===== src/rtl/gaussian_noise_pixel_adder_core_assert.svh =====
// Assertion shorthands shared by gnpa_seq and the core top level.
`ifndef GAUSSIAN_NOISE_PIXEL_ADDER_CORE_ASSERT_SVH
`define GAUSSIAN_NOISE_PIXEL_ADDER_CORE_ASSERT_SVH

// Same-cycle implication, checked out of reset.
`define GNPA_ASSERT_IMP(label, ante, cons, msg) \
    label: assert property (@(posedge i_clk) disable iff (!i_rst_n) (ante) |-> (cons)) \
        else $error(msg);

// Next-cycle implication, checked out of reset.
`define GNPA_ASSERT_NEXT(label, ante, cons, msg) \
    label: assert property (@(posedge i_clk) disable iff (!i_rst_n) (ante) |=> (cons)) \
        else $error(msg);

`endif


===== src/rtl/gnpa_pkg.sv =====
package gnpa_pkg;

    localparam int unsigned PIX_W     = 16;
    localparam int unsigned SIGMA_W   = 24;
    localparam int unsigned SEED_W    = 31;
    localparam int unsigned SUM_W     = 31;
    localparam int unsigned MAG_W     = 30;
    localparam int unsigned PROD_W    = 54;
    localparam int unsigned SCALE_W   = 20;
    localparam int unsigned TOTAL_W   = 22;
    localparam int unsigned CNT_W     = 4;
    localparam int unsigned PC_W      = 3;
    localparam int unsigned CFG_IDX_W = 1;
    localparam int unsigned CFG_W     = 31;

    localparam logic [SEED_W-1:0]  LCG_MUL       = 31'd1103515245;
    localparam logic [SEED_W-1:0]  LCG_ADD       = 31'd12345;
    localparam logic signed [31:0] CENTRE_OFFSET = 32'sd805306368;

    localparam logic [CNT_W-1:0] GEN_STEPS = 4'd12;
    localparam logic [CNT_W-1:0] LOOP_LAST = 4'd11;

    localparam logic [SIGMA_W-1:0] SIGMA_RESET = 24'd256;
    localparam logic [SEED_W-1:0]  SEED_RESET  = 31'd1;

    localparam logic [CFG_IDX_W-1:0] REG_SIGMA = 1'b0;
    localparam logic [CFG_IDX_W-1:0] REG_SEED  = 1'b1;

    localparam logic signed [TOTAL_W-1:0] PIX_MAX = 22'sd32767;
    localparam logic signed [TOTAL_W-1:0] PIX_MIN = -22'sd32768;

    // Program steps
    localparam logic [PC_W-1:0] PC_WAIT = 3'd0;
    localparam logic [PC_W-1:0] PC_LOOP = 3'd1;
    localparam logic [PC_W-1:0] PC_ADD  = 3'd2;
    localparam logic [PC_W-1:0] PC_MUL  = 3'd3;
    localparam logic [PC_W-1:0] PC_OUT  = 3'd4;

    typedef enum logic [1:0] {
        J_NEVER,
        J_ALWAYS,
        J_LOOP
    } t_jump;

    typedef struct packed {
        logic accept;
        logic advance;
        logic add;
        logic mul;
        logic emit;
    } t_ctrl;

    typedef struct packed {
        t_ctrl           ctrl;
        t_jump           jump;
        logic [PC_W-1:0] target;
    } t_uword;

    typedef struct packed {
        logic [PIX_W-1:0] pixel;
        logic             clipped;
        logic             last;
    } t_result;

    // Control store: one word per program step.
    function automatic t_uword ucode(input logic [PC_W-1:0] pc);
        t_uword w;
        w = '0;
        case (pc)
            PC_WAIT: begin
                w.ctrl.accept  = 1'b1;
                w.ctrl.advance = 1'b1;
                w.jump         = J_NEVER;
            end
            PC_LOOP: begin
                w.ctrl.advance = 1'b1;
                w.ctrl.add     = 1'b1;
                w.jump         = J_LOOP;
                w.target       = PC_LOOP;
            end
            PC_ADD: begin
                w.ctrl.add = 1'b1;
                w.jump     = J_NEVER;
            end
            PC_MUL: begin
                w.ctrl.mul = 1'b1;
                w.jump     = J_NEVER;
            end
            PC_OUT: begin
                w.ctrl.emit = 1'b1;
                w.jump      = J_ALWAYS;
                w.target    = PC_WAIT;
            end
            default: begin
                w.jump   = J_ALWAYS;
                w.target = PC_WAIT;
            end
        endcase
        return w;
    endfunction

endpackage


===== src/rtl/gnpa_seq.sv =====
`include "gaussian_noise_pixel_adder_core_assert.svh"

module gnpa_seq
    import gnpa_pkg::*;
(
    input  logic  i_clk,
    input  logic  i_rst_n,
    input  logic  i_in_valid,
    input  logic  i_out_free,
    output logic  o_in_ready,
    output t_ctrl o_ctrl
);

    logic [PC_W-1:0]  r_pc;
    logic [PC_W-1:0]  n_pc;
    logic [CNT_W-1:0] r_cnt;
    logic [CNT_W-1:0] n_cnt;
    t_uword           w_word;
    logic             w_hold;

    assign w_word     = ucode(r_pc);
    // Hold off requests while reset is applied.
    assign o_in_ready = w_word.ctrl.accept && i_rst_n;

    // Stall on a missing request or a full output slot; no side effects while stalled.
    assign w_hold = (w_word.ctrl.accept && !i_in_valid) ||
                    (w_word.ctrl.emit && !i_out_free);
    assign o_ctrl = w_hold ? '0 : w_word.ctrl;

    always_comb begin
        n_pc  = r_pc;
        n_cnt = r_cnt;
        if (!w_hold) begin
            case (w_word.jump)
                J_ALWAYS: n_pc = w_word.target;
                J_LOOP:   n_pc = (r_cnt != LOOP_LAST) ? w_word.target : r_pc + 3'd1;
                J_NEVER:  n_pc = r_pc + 3'd1;
                default:  n_pc = PC_WAIT;
            endcase
            if (w_word.ctrl.accept) begin
                n_cnt = 4'd1;
            end else if (w_word.ctrl.advance) begin
                n_cnt = r_cnt + 4'd1;
            end
        end
    end

    always_ff @(posedge i_clk) begin
        if (!i_rst_n) begin
            r_pc  <= PC_WAIT;
            r_cnt <= '0;
        end else begin
            r_pc  <= n_pc;
            r_cnt <= n_cnt;
        end
    end

    `GNPA_ASSERT_NEXT(a_cnt_start, o_ctrl.accept, r_cnt == 4'd1, "step count not restarted on request")
    `GNPA_ASSERT_IMP(a_mul_after_steps, o_ctrl.mul, r_cnt == GEN_STEPS, "scale before twelve steps")
    `GNPA_ASSERT_IMP(a_emit_order, o_ctrl.emit, $past(r_pc) == PC_MUL || $past(r_pc) == PC_OUT, "emit out of order")

endmodule


===== src/rtl/gnpa_dp.sv =====
module gnpa_dp
    import gnpa_pkg::*;
(
    input  logic                 i_clk,
    input  logic                 i_rst_n,
    input  t_ctrl                i_ctrl,
    input  logic                 i_cfg_we,
    input  logic [CFG_IDX_W-1:0] i_cfg_idx,
    input  logic [CFG_W-1:0]     i_cfg_data,
    input  logic [PIX_W-1:0]     i_pixel,
    input  logic                 i_last,
    output t_result              o_result
);

    logic [SIGMA_W-1:0]         r_sigma;
    logic [SEED_W-1:0]          r_state;
    logic [SUM_W-1:0]           r_sum;
    logic [PIX_W-1:0]           r_pix;
    logic                       r_last;
    logic [PROD_W-1:0]          r_prod;
    logic                       r_neg;

    logic [SEED_W-1:0]          w_lcg_mul;
    logic [SEED_W-1:0]          w_lcg_next;
    logic signed [31:0]         w_centred;
    logic [MAG_W-1:0]           w_mag;
    logic [SCALE_W-1:0]         w_scaled;
    logic signed [TOTAL_W-1:0]  w_noise;
    logic signed [TOTAL_W-1:0]  w_total;

    // LCG step, modulo 2^31
    assign w_lcg_mul  = r_state * LCG_MUL;
    assign w_lcg_next = w_lcg_mul + LCG_ADD;

    assign w_centred = $signed({1'b0, r_sum}) - CENTRE_OFFSET;
    assign w_mag     = w_centred[31] ? MAG_W'(-w_centred) : w_centred[MAG_W-1:0];

    // Round half away from zero on the magnitude, then restore sign.
    assign w_scaled = {1'b0, r_prod[PROD_W-1:35]} + SCALE_W'(r_prod[34]);
    assign w_noise  = r_neg ? -$signed({2'b00, w_scaled}) : $signed({2'b00, w_scaled});
    assign w_total  = $signed({{(TOTAL_W-PIX_W){r_pix[PIX_W-1]}}, r_pix}) + w_noise;

    always_comb begin
        o_result.last    = r_last;
        o_result.clipped = 1'b0;
        o_result.pixel   = w_total[PIX_W-1:0];
        if (w_total > PIX_MAX) begin
            o_result.pixel   = PIX_MAX[PIX_W-1:0];
            o_result.clipped = 1'b1;
        end else if (w_total < PIX_MIN) begin
            o_result.pixel   = PIX_MIN[PIX_W-1:0];
            o_result.clipped = 1'b1;
        end
    end

    always_ff @(posedge i_clk) begin
        if (!i_rst_n) begin
            r_sigma <= SIGMA_RESET;
            r_state <= SEED_RESET;
        end else begin
            if (i_cfg_we && i_cfg_idx == REG_SIGMA) begin
                r_sigma <= i_cfg_data[SIGMA_W-1:0];
            end
            // Seed write reloads the generator over any step.
            if (i_cfg_we && i_cfg_idx == REG_SEED) begin
                r_state <= i_cfg_data[SEED_W-1:0];
            end else if (i_ctrl.advance) begin
                r_state <= w_lcg_next;
            end
        end
    end

    always_ff @(posedge i_clk) begin
        if (i_ctrl.accept) begin
            r_pix  <= i_pixel;
            r_last <= i_last;
            r_sum  <= '0;
        end else if (i_ctrl.add) begin
            r_sum <= r_sum + {4'b0000, r_state[SEED_W-1:4]};
        end
        if (i_ctrl.mul) begin
            r_prod <= PROD_W'(w_mag * r_sigma);
            r_neg  <= w_centred[31];
        end
    end

endmodule


===== src/rtl/gaussian_noise_pixel_adder_core.sv =====
// Adds approximately Gaussian noise to a stream of signed 16-bit pixels. For each pixel the
// sequencer takes the request and makes the first generator step, makes eleven more steps
// through the single 31-bit LCG multiplier, each adding the previous state into the sum,
// adds the last state, makes one scaling multiply by sigma, then rounds, adds and
// saturates into the output register. A result that waits for the receiver holds the
// sequencer in that last step; the next pixel is taken while the previous result waits in
// the output register. Register 0 holds sigma (unsigned, 8 fraction bits, reset 1.0);
// register 1 holds the seed, and writing it reloads the generator state at once.
// Write configuration only while no pixel is in flight.
`include "gaussian_noise_pixel_adder_core_assert.svh"

module gaussian_noise_pixel_adder_core
    import gnpa_pkg::*;
(
    input  logic                 i_clk,
    input  logic                 i_rst_n,
    input  logic                 i_cfg_we,
    input  logic [CFG_IDX_W-1:0] i_cfg_idx,
    input  logic [CFG_W-1:0]     i_cfg_data,
    input  logic                 i_s_axis_tvalid,
    output logic                 o_s_axis_tready,
    input  logic [15:0]          i_s_axis_tdata,   // [15:0] pixel_in
    input  logic                 i_s_axis_tlast,   // last_in_image
    output logic                 o_m_axis_tvalid,
    input  logic                 i_m_axis_tready,
    output logic [15:0]          o_m_axis_tdata,   // [15:0] pixel_out
    output logic [0:0]           o_m_axis_tuser,   // [0] clipped
    output logic                 o_m_axis_tlast    // last_out
);

    t_ctrl   w_ctrl;
    t_result w_result;
    logic    w_out_free;
    logic    r_out_valid;
    t_result r_out;

    assign w_out_free = !r_out_valid || i_m_axis_tready;

    gnpa_seq u_seq (
        .i_clk      (i_clk),
        .i_rst_n    (i_rst_n),
        .i_in_valid (i_s_axis_tvalid),
        .i_out_free (w_out_free),
        .o_in_ready (o_s_axis_tready),
        .o_ctrl     (w_ctrl)
    );

    gnpa_dp u_dp (
        .i_clk      (i_clk),
        .i_rst_n    (i_rst_n),
        .i_ctrl     (w_ctrl),
        .i_cfg_we   (i_cfg_we),
        .i_cfg_idx  (i_cfg_idx),
        .i_cfg_data (i_cfg_data),
        .i_pixel    (i_s_axis_tdata),
        .i_last     (i_s_axis_tlast),
        .o_result   (w_result)
    );

    always_ff @(posedge i_clk) begin
        if (!i_rst_n) begin
            r_out_valid <= 1'b0;
        end else if (w_ctrl.emit) begin
            r_out_valid <= 1'b1;
        end else if (i_m_axis_tready) begin
            r_out_valid <= 1'b0;
        end
    end

    always_ff @(posedge i_clk) begin
        if (w_ctrl.emit) begin
            r_out <= w_result;
        end
    end

    assign o_m_axis_tvalid   = r_out_valid;
    assign o_m_axis_tdata    = r_out.pixel;
    assign o_m_axis_tuser[0] = r_out.clipped;
    assign o_m_axis_tlast    = r_out.last;

    `GNPA_ASSERT_IMP(a_load_not_taking, w_ctrl.emit, !o_s_axis_tready, "result load while taking request")
    `GNPA_ASSERT_NEXT(a_load_shows, w_ctrl.emit, o_m_axis_tvalid, "loaded result not presented")

endmodule

===== config.mk =====
export PLATFORM = sky130hd
export DESIGN_NAME = gaussian_noise_pixel_adder_core
export DESIGN_NICKNAME = d
export VERILOG_FILES = /design/src/rtl/gnpa_pkg.sv /design/src/rtl/gnpa_seq.sv /design/src/rtl/gnpa_dp.sv /design/src/rtl/gaussian_noise_pixel_adder_core.sv
export VERILOG_INCLUDE_DIRS = /design/src /design/src/rtl
export SDC_FILE = /design/constraint.sdc
export NUM_CORES = 2
export LEC_CHECK = 0
export BUFFER_PORTS_ARGS = -buffer_cell sky130_fd_sc_hd__buf_4
export CAP_MARGIN = 10
export CORE_MARGIN = 2
export CORE_UTILIZATION = 46
export CTS_CLUSTER_DIAMETER = 150
export DETAILED_ROUTE_END_ITERATION = 7
export PLACE_DENSITY_LB_ADDON = 0.1
export SLEW_MARGIN = 40
export SYNTH_ARGS = -nofsm -noshare
export SYNTH_HDL_FRONTEND = slang
export SYNTH_HIERARCHICAL = 1
export SYNTH_SLANG_ARGS = --single-unit

===== constraint.sdc =====
create_clock -name i_clk -period 21.8 [get_ports i_clk]
set_input_delay 2.18 -clock i_clk [delete_from_list [all_inputs] [get_ports i_clk]]
set_output_delay 2.18 -clock i_clk [all_outputs]
set_load 0.05 [all_outputs]

Word-level counts from Yosys, hierarchy flattened
Cells that the tools add are included.
- flip-flop bits (word level): 184
- input port bits: 54
- output and inout bits: 20
- word-level logic and storage cells: 73
- add/sub/neg operators: 9
- $mul: 2
- $lt $le $gt $ge: 2
- equality and inequality tests: 7
- muxes and demuxes: 19
- bitwise gates (word level): 2
- reductions and logical operators: 19
- operators by type and width (operator ; count):
    $mux W31 ; 2
    $mul A30 B24 Y54 ; 1
    $sub A31 B30 Y32 const B ; 1
    $add A31 B14 Y31 const B ; 1
    $add A31 B27 Y31 ; 1
    $mul A31 B31 Y31 const B ; 1
    $mux W30 ; 1
    $neg A30 Y30 ; 1
    $add A16 B22 Y22 ; 1
    $gt A22 B16 Y1 const B ; 1
    $lt A22 B16 Y1 const B ; 1
    $mux W22 ; 1
    $neg A20 Y22 ; 1
    $add A19 B1 Y20 ; 1
    $mux W17 ; 1
    $pmux W3 S3 ; 1
    $mux W1 ; 8
    $mux W4 ; 2
    $eq A3 B2 Y1 const B ; 2
    $reduce_bool A2 Y1 ; 3
    $logic_and A1 B1 Y1 ; 5
    $mux W5 ; 1
    $add A4 B1 Y4 const B ; 1
    $ne A4 B4 Y1 const B ; 1
    15 further kinds ; 20

Depth between registers and ports, before layout
- depth after elaboration: 8
- mapped depth: 36
- gate-level depth less buffers: 33

Hierarchy
The synthesis kept the hierarchy.
- modules (own cells, without submodules) (module ; instances ; cells each ; area an instance (µm²) ; sequential area each (µm²)):
    gnpa_dp ; 1 ; 4349 ; 39309.0 ; 2862.7
    gaussian_noise_pixel_adder_core ; 1 ; 22 ; 589.3 ; 560.5
    gnpa_seq ; 1 ; 63 ; 521.8 ; 140.1

Worst setup path before layout
No wires, ideal clock.
- path type: reg2reg
- start: reg u_dp.r_sum[0]
- end: reg u_dp.r_prod[53], data pin
- library setup time: 0.260 ns
- arrival: 8.249 ns
- required time: 21.540 ns
- setup slack: 13.291 ns
- stages on the path, launching flop included: 34
- buffers on the path: 3
- period minus slack after synthesis: 8.509 ns
- cells stage by stage: dfxtp_1 clkbuf_1 clkbuf_1 inv_1 ha_1 nor3b_1 nand2_1 or3_1 nor2_1 a21oi_1 xnor2_1 clkbuf_1 nand2_1 fa_1 fa_1 fa_1 inv_1 fa_1 fa_1 fa_1 inv_1 fa_1 inv_1 ha_1 a21oi_1 o21ai_0 a211oi_1 o221ai_1 nor3_1 a21oi_1 o311ai_1 o21ai_0 a31oi_1 xnor2_1
- word-level cells in the longest chain between the ends: 4
- RTL lines (element ; RTL line ; source):
    start: declaration ; gnpa_dp.sv:17 ; logic [SUM_W-1:0] r_sum;
    start signal: assignment ; gnpa_dp.sv:79 ; r_sum <= r_sum + {4'b0000, r_state[SEED_W-1:4]};
    $sub A31 B30 Y32 * ; gnpa_dp.sv:35 ; assign w_centred = $signed({1'b0, r_sum}) - CENTRE_OFFSET;
    $neg A30 Y30 ; gnpa_dp.sv:36 ; assign w_mag = w_centred[31] ? MAG_W'(-w_centred) : w_centred[MAG_W-1:0];
    $mux W30 * ; gnpa_dp.sv:36 ;
    $mul A30 B24 Y54 * ; gnpa_dp.sv:82 ; r_prod <= PROD_W'(w_mag * r_sigma);
    end signal: assignment ; gnpa_dp.sv:82 ;
    end: declaration ; gnpa_dp.sv:20 ; logic [PROD_W-1:0] r_prod;
Every way passes the cells marked *; elsewhere a longest branch is shown, timed or not.
A chain may end at the register's enable or synchronous reset.

Worst setup path in the final report
Same ends and word-level chain as after synthesis.

==> run metrics <==
fillcell total=8366; hold_sp=u_dp/r_last$_DFFE_PP_; CTS-repair resized insts=0; CTS tree=yes; share of the synthesized area in the top cell type=39.5%; RSZ-0062 raised after global routing=no; Buffers on Ports=73; commonest register cell after synthesis=dfxtp_1; worst r2r dst=u_dp/r_prod[53]$_DFFE_PP_; Hold Violations, Final=0; Routed WL=112 mm; Root Buffer=clkbuf_16; critical path's top delay family=adder cells; Synth area leaders=fa_1 (40%), ha_1 (13%), inv_1 (9.8%); max-slew violations=0; CTS Hold Bufs=0; CP Class=reg -> reg; wire per inst=20.0 um; Crit path largest cell delay=0.67 ns; number of synthesized flops with an enable pin=56; Routability Congestion=0.911; Post-Synthesis Cells=4434; worst r2r src=u_dp/r_sum[0]$_SDFFE_PP0P_; Yosys warnings=6; Residual DRC=0; Post-CTS Setup Inserts=0; drt first pass iters=5; post-synth cell types=90; I/O Pins=74; final instance area=43200 um2; die height=300 um; outcome=completed; syn avg cell area=9.12 um2; Synth area leader=fa_1; DR iter-0 viols=1864; async set-reset flop share out of synthesis=0%; Synth Cell Area=40400 um2; syn_nets=5711; CP bufs+invs=6; critical path fanouts, max=24; grt ovf=0; WHS Endpoint=o_m_axis_tlast$_DFFE_PP_; Vias=29000; Starting Density=46.5%; global-route wire length before repair=178 mm; Final #Nets=5681; Die X=300 um; share of cells above drive strength 1=5.46%; Worst-path clk slew=0.07 ns; Clock Latency Late Sink=0.49 ns; # setup viols final=0; Min-Delay Path Depth=0; H-tree depth=4; f_max=96.0 MHz; antenna violations before repair=1; CP Launch Type=flip-flop; WP data required=22.02 ns; Max clock buf depth=2; Total Routing Usage GR=25.9%; max capacitance violation total=0; DP Wirelength=90.1 mm; commonest cells in the netlist=inv_1 (1054), fa_1 (798), and2_1 (426), ha_1 (425), nand2_1 (397); core area=86900 um2; Worst slew margin=39.4%; Detail Route Antenna Nets=0; Num CTS Buffers=17; row cnt=108; via/cell ratio=5.20; clock sink total=150; Worst Setup End Kind=flip-flop; Die Area=90300 um2; worst hold path class=reg -> reg; Sum Neg Setup Slack=0 ns; Layout area overhead=6.93%; #FFs+latches synth=150; largest net degree at the start of global routing=64; Reg2Reg Depth=32; Tmin final=10.42 ns; Clock Skews=0.0162 ns; register area share after synthesis=8.82%; reg2reg setup slack=11.38 ns; vias in the first global route=30500; cell repeated most along the worst path=fa_1; period utilisation layout=47.8%; Crit-path slowest cell=nor3_1; CP arrival=10.64 ns; Post-DP Area=42600 um2; most frequent cell after synthesis=inv_1; Worst Max-Slew Pin Slew=0.910 ns
## cell families (layout without fill, tap and decap cells)
group	after synthesis	in the layout	synth area share (%)
adders and majority gates	1223	1223	52.7
muxes	26	26	0.659
xor gates and xnor gates	180	180	3.90
AOI/OAI and AO/OA	434	434	7.22
other	0	1	0
DFF	150	150	8.82
buffers and inverters	1238	1221	11.6
and+or+nand+nor	1183	1183	15.1
## sequential cells by signal, indices dropped and copies added (netlist names)
name	flops
u_seq/r_cnt	4
o_m_axis_tlast	1
u_dp/r_state	31
u_dp/r_pix	16
u_dp/r_last	1
u_dp/r_sigma	24
u_seq/r_pc	3
u_dp/r_prod	20
o_m_axis_tuser	1
o_m_axis_tvalid	1
u_dp/r_neg	1
o_m_axis_tdata	16
u_dp/r_sum	31
## metal layers
metal	GRT usage (%)	share of wire [%]	vias to the layer above
li1	-	-	13400
met1	37.6	46	14700
met2	41.2	46	774
met3	3.89	5.9	116
met4	5.63	1.9	0
met5	0	0	-
## worst max-delay path by stage
stage / from / endpoint / cells after the start
detailed placement: u_dp/r_sum[0]$_SDFFE_PP0P_ / u_dp/r_prod[53]$_DFFE_PP_ / 32
CTS: u_dp/r_sum[0]$_SDFFE_PP0P_ / u_dp/r_prod[53]$_DFFE_PP_ / 32
global route: u_dp/r_sum[0]$_SDFFE_PP0P_ / u_dp/r_prod[53]$_DFFE_PP_ / 32
global placement: u_dp/r_sum[0]$_SDFFE_PP0P_ / u_dp/r_prod[53]$_DFFE_PP_ / 30
floorplan: u_dp/r_sum[0]$_SDFFE_PP0P_ / u_dp/r_prod[53]$_DFFE_PP_ / 33
finish: u_dp/r_sum[0]$_SDFFE_PP0P_ / u_dp/r_prod[53]$_DFFE_PP_ / 32
## stage by stage
stage	hold WS [ns]	setup WS [ns]	instances	util (%)
floorplan	0.466	13.29	4434	-
global placement	0.401	10.83	5529	48.9
detailed placement	0.418	11.44	5538	49.1
CTS	0.427	11.38	5570	49.7
global route	0.433	10.71	5572	49.7
finish	0.427	11.38	5573	49.7
## final cells by class
class | count | area, um2 | share of cell area (%)
inverters | 1055 | 3960 | 9.16
clock inverters | 14 | 138 | 0.318
clock buffers | 18 | 429 | 0.993
diodes | 1 | 2.50 | 0.00579
flip-flops and latches | 150 | 3570 | 8.27
repair buffers | 134 | 1090 | 2.53
well taps | 1155 | 1450 | 3.34
multi-input cells | 3046 | 32600 | 75.4
## cell usage in the layout, fill, tap and decap left out, types with 28 or more instances in the layout
master and count:
and2_1 426, buf_4 124, nand3_1 35, a21oi_1 113
nor2_1 122, nor2b_1 40, xnor2_1 118, a21o_1 61
fa_1 798, o21ai_0 79, nor3_1 34, xor2_1 34
edfxtp_1 56, nand2_1 397, dfxtp_1 87, inv_1 1054
a21boi_0 28, ha_1 425
Power is not shown: default switching activity piles up to over one toggle a cycle in this logic, so the estimate is an artifact.
